[config.mk]
export PLATFORM = sky130hd
export DESIGN_NAME = fwrl_ram
export DESIGN_NICKNAME = d
export VERILOG_FILES = /design/src/hdl/fwrl_ram.sv
export SDC_FILE = /design/constraint.sdc
export NUM_CORES = 1
export LEC_CHECK = 0
export BUFFER_PORTS_ARGS = -buffer_cell sky130_fd_sc_hd__buf_2
export CAP_MARGIN = 25
export CELL_PAD_IN_SITES_DETAIL_PLACEMENT = 1
export CELL_PAD_IN_SITES_GLOBAL_PLACEMENT = 2
export CORE_ASPECT_RATIO = 0.6
export CORE_UTILIZATION = 45
export DETAILED_ROUTE_END_ITERATION = 6
export PLACE_DENSITY = 0.7
export SLEW_MARGIN = 20
export SYNTH_ARGS = -nofsm -noshare
export SYNTH_HDL_FRONTEND = slang
export SYNTH_SLANG_ARGS = --single-unit
[constraint.sdc]
create_clock -name clk_i -period 5.82 [get_ports clk_i]
set_input_delay 1.746 -clock clk_i [delete_from_list [all_inputs] [get_ports clk_i]]
set_output_delay 1.746 -clock clk_i [all_outputs]
set_load 0.03 [all_outputs]
[src/hdl/fwrl_ram.sv]
module fwrl_ram #(
  parameter int Width = 8,
  parameter int Depth = 16
) (
  input  logic                     clk_i,
  input  logic                     we_i,
  input  logic [$clog2(Depth)-1:0] waddr_i,
  input  logic [Width-1:0]         wdata_i,
  input  logic [$clog2(Depth)-1:0] raddr_i,
  output logic [Width-1:0]         rdata_o
);

  logic [Width-1:0] mem_q [Depth];

  always_ff @(posedge clk_i) begin
    if (we_i) begin
      mem_q[waddr_i] <= wdata_i;
    end
    rdata_o <= mem_q[raddr_i];
  end

endmodule

### After elaboration in Yosys (flattened, before gate mapping)

Memories as Yosys holds them, arrays and structs flattened. A register that Yosys moved wholly into a read port is not among the register bits.
Cells that the tools add are included.

* mux-type cells: 2

Operators with widths (number)
* two-way mux 1 bit: 2

* bits in registers: 0
* bits in writable memories: 128
* input bits: 18
* logic and storage cells: 3
* memories: 1

Memories
* mem_q: depth 16, bits a word 8, rd ports 1, clocked after Yosys merged registers in 1, write ports 1, line 13 `logic [Width-1:0] mem_q [Depth];`

### Logic depth before layout (Yosys ltp)

* depth after elaboration: 2
* depth in mapped cells: 5

### Worst setup path after synthesis

No wires, ideal clock.

* path kind: in2reg
* start: input waddr_i[2]
* end: memory mem_q[0][0], enable pin
* setup time: 0.383 ns
* arrival: 2.856 ns
* setup slack: 2.581 ns
* stages: 2
* buffers on the path: 0
* path through: or3b_2 nor3_1

RTL lines
* from (decl): line 7 `input logic [$clog2(Depth)-1:0] waddr_i,`
* to (decl): line 13

Straight into the memory's write port.

==> results.sh <==
export IMPL_remaining_drc_errors=0
export IMPL_grt_pass1_vias=2533
export IMPL_coreArea_um2=10800
export IMPL_cts_buffer_depth=2
export IMPL_cts_resized_gates=0
export IMPL_initial_core_util_pct=47.4
export IMPL_slew_viol_final=0
export IMPL_synth_seq_cells=136
export IMPL_fin_skew_ns=0.00449
export IMPL_drtIter0Drc=169
export IMPL_p_per_area_nw_per_um2=383
export IMPL_antenna_found_initial=0
export IMPL_path_buf_inv=2
export IMPL_diodes=0
export IMPL_fin_setup_tns_ns=0
export IMPL_cp_top_family="buffers and inverters"
export IMPL_timing_rr_start="mem_q[0][2]"
export IMPL_crit_chain="buf_2, buf_16, mux4_1, a22oi_1, nand2_1"
export IMPL_gr_total_overflow=0
export IMPL_yosys_warnings=0
export IMPL_critical_path_class="input port to flop"
export IMPL_avgSynthCellArea_um2=22.5
export IMPL_yosys_top_cells_area="edfxtp_1 (75%), mux4_2 (7.9%), mux4_1 (7.1%), dfxtp_1 (3.1%), a22oi_1 (2.3%)"
export IMPL_grt_total_usage_pct=19.8
export IMPL_rsz0062_at_grt="false"
export IMPL_synth_largest_area_cell="edfxtp_1"
export IMPL_tritoncts="built"
export IMPL_timing_fmax_ghz=0.318
export IMPL_crit_cells=5
export IMPL_grt_max_degree=33
export IMPL_reg2reg_slack_ns=4.47
export IMPL_setup_violations_final=0
export IMPL_die_area_um2=11900
export IMPL_detail_route_antenna_nets=0
export IMPL_port_buffers=25
export IMPL_path_max_fanout=17
export IMPL_layout_drive_gt1_share_pct=27.9
export IMPL_drv_cap=0
export IMPL_gp_congestion=0.683
export IMPL_drt_total_wl_um=10500
export IMPL_period_share_pct=54.0
export IMPL_outcome="finished clean"
export IMPL_period_minus_slack_ns=3.14
export IMPL_crit_arrival_ns=3.43
export IMPL_fillerInstances=923
export IMPL_crit_path_top_delay_cell="mux4_1"
export IMPL_maxSlewHeadroom_pct=33.9
export IMPL_postCtsSetupBuffers=0
export IMPL_hp_class="flop to flop"
export IMPL_cp_end_kind="flop"
export IMPL_cp_required_ns=6.11
export IMPL_clkTransAtPathRegs_ns=0.06
export IMPL_hold_buffers=0
export IMPL_yosys_cell_types_count=19
export IMPL_r2r_cells=3
export IMPL_clk_latency_ns=0.41
export IMPL_cp_start_kind="input port"
export IMPL_die_y_um=84.8
export IMPL_cpPeakStageDelay_ns=0.62
export IMPL_timing_rr_end="rdata_o[2]"
export IMPL_nets=285
export IMPL_rows=29
export IMPL_leakagePower_nw=2.02
export IMPL_synth_top_cell_area_share_pct=74.7
export IMPL_grt_pass1_wl_um=15800
export IMPL_top_level_ports=26
export IMPL_syn_nets=247
export IMPL_clkSinkCount=136
export IMPL_route_vias_total=2397
export IMPL_synthCells=229
export IMPL_tightest_slew_ns=0.988
export IMPL_hold_viol=0
export IMPL_root_buffer="clkbuf_16"
export IMPL_vias_per_cell=5.72
export IMPL_die_w_um=140
export IMPL_critical_path_endpoint="rdata_o[2]"
export IMPL_synth_seq_area_share_pct=77.8
export IMPL_cts_inserted_buffers=17
export IMPL_synthToLayoutAreaGrowth_pct=16.9
export IMPL_synth_area_um2=5150
export IMPL_routedWlPerCell_um=25.0
export IMPL_holdWs_ns=0.685
export IMPL_hpwl_um=6470
export IMPL_peakVddDrop_mv=0.202
export IMPL_htree_num_levels=4
export IMPL_cp_startpoint="raddr_i[0]"
export IMPL_firstDrtPassIters=4
[logic make-up after synthesis]
kind of cell | count (synthesis) | synth area share, %
AO/OA/AOI/OAI | 16 | 2.33
buffers and inverters | 10 | 1.68
flip-flops | 136 | 77.8
multiplexers | 32 | 15.0
AND/OR/NAND/NOR | 35 | 3.18
[per-stage QoR]
step / instances / total power, mW / utilization [%] / setup WS, ns / instance area (um^2)
global route: 419 / 2.36 / 55.5 / 2.56 / 6020
CTS: 417 / 2.32 / 55.3 / 2.65 / 6000
floorplan: 229 / 1.19 / - / 2.58 / 5150
global placement: 384 / 1.23 / 49.6 / 1.95 / 5380
detailed placement: 385 / 1.23 / 49.9 / 2.22 / 5410
finish: 419 / 2.30 / 55.5 / 2.68 / 6020
[synth_stat cells]
| library cell | n |
|---|---|
| nand3_1 | 1 |
| nor2_1 | 13 |
| nand2_1 | 9 |
| mux4_2 | 18 |
| buf_4 | 1 |
| nand2b_1 | 2 |
| and2_1 | 1 |
| buf_6 | 3 |
| buf_2 | 3 |
| nor3_1 | 4 |
| nor2b_1 | 1 |
| edfxtp_1 | 128 |
| nand3b_1 | 2 |
| mux4_1 | 14 |
| or3b_2 | 1 |
| dfxtp_1 | 8 |
| clkdlybuf4s25_2 | 3 |
| and2b_1 | 1 |
| a22oi_1 | 16 |
[power by group]
part | total (mW) | switching (mW) | internal, mW
Sequential | 1.10 | 0.00647 | 1.10
Combinational | 0.110 | 0.0688 | 0.0414
Clock | 1.09 | 0.381 | 0.710
[cell usage in the layout, fill, tap and decap left out]
| cell type | netlist | layout |
|---|---|---|
| clkbuf_16 | 0 | 17 |
| nor2_1 | 13 | 13 |
| and2b_1 | 1 | 1 |
| clkinv_2 | 0 | 6 |
| a22oi_1 | 16 | 16 |
| buf_4 | 1 | 3 |
| nand3_1 | 1 | 1 |
| nand2b_1 | 2 | 2 |
| nand2_1 | 9 | 9 |
| and2_1 | 1 | 1 |
| nor2b_1 | 1 | 1 |
| buf_16 | 0 | 1 |
| edfxtp_1 | 128 | 128 |
| buf_2 | 3 | 25 |
| nor3_1 | 4 | 1 |
| dfxtp_1 | 8 | 8 |
| clkinv_1 | 0 | 1 |
| or3b_2 | 1 | 1 |
| bufinv_16 | 0 | 4 |
| clkbuf_1 | 0 | 4 |
| mux4_1 | 14 | 14 |
| nand3b_1 | 2 | 2 |
| nor3_2 | 0 | 3 |
| mux4_2 | 18 | 18 |
[final cells by class]
class	instances	area, um^2	share of cell area [%]
clock buffers	21	440	7.32
flip-flops and latches	136	4000	66.5
clock inverters	11	154	2.56
repair buffers	29	175	2.91
well taps	139	174	2.89
multi-input cells	83	1070	17.8
[how the worst min path moves through the flow]
| stage | startpoint | slack, ns | to | cells past startpoint |
|---|---|---|---|---|
| final | mem_q[7][3] | 0.69 | rdata_o[3] | 3 |
| after global routing | mem_q[14][6] | 0.73 | rdata_o[6] | 3 |
| after CTS | mem_q[7][3] | 0.69 | rdata_o[3] | 3 |
| after detailed placement | mem_q[4][1] | 0.67 | rdata_o[1] | 3 |
| after global placement | mem_q[14][2] | 0.65 | rdata_o[2] | 3 |
| after floorplan | mem_q[7][0] | 0.63 | rdata_o[0] | 3 |
[sequential cells by signal (all words and copies together) (netlist names)]
register and flops:
mem_q 128, rdata_o 8
[routing by layer]
| layer | vias to the layer above | GRT usage (%) | wire length [um] |
|---|---|---|---|
| met2 | 47 | 28.8 | 4710 |
| met3 | 12 | 5.08 | 350 |
| met4 | 0 | 9.49 | 167 |
| met5 | - | 0 | 0 |
| li1 | 1046 | - | - |
| met1 | 1292 | 28.2 | 5230 |
[worst register-to-register path, cell delays in order (launching register included)]
cell and delay [ns]:
edfxtp_1 0.36, mux4_1 0.55, a22oi_1 0.23, nand2_1 0.08
(Power assumes the default switching activity.)
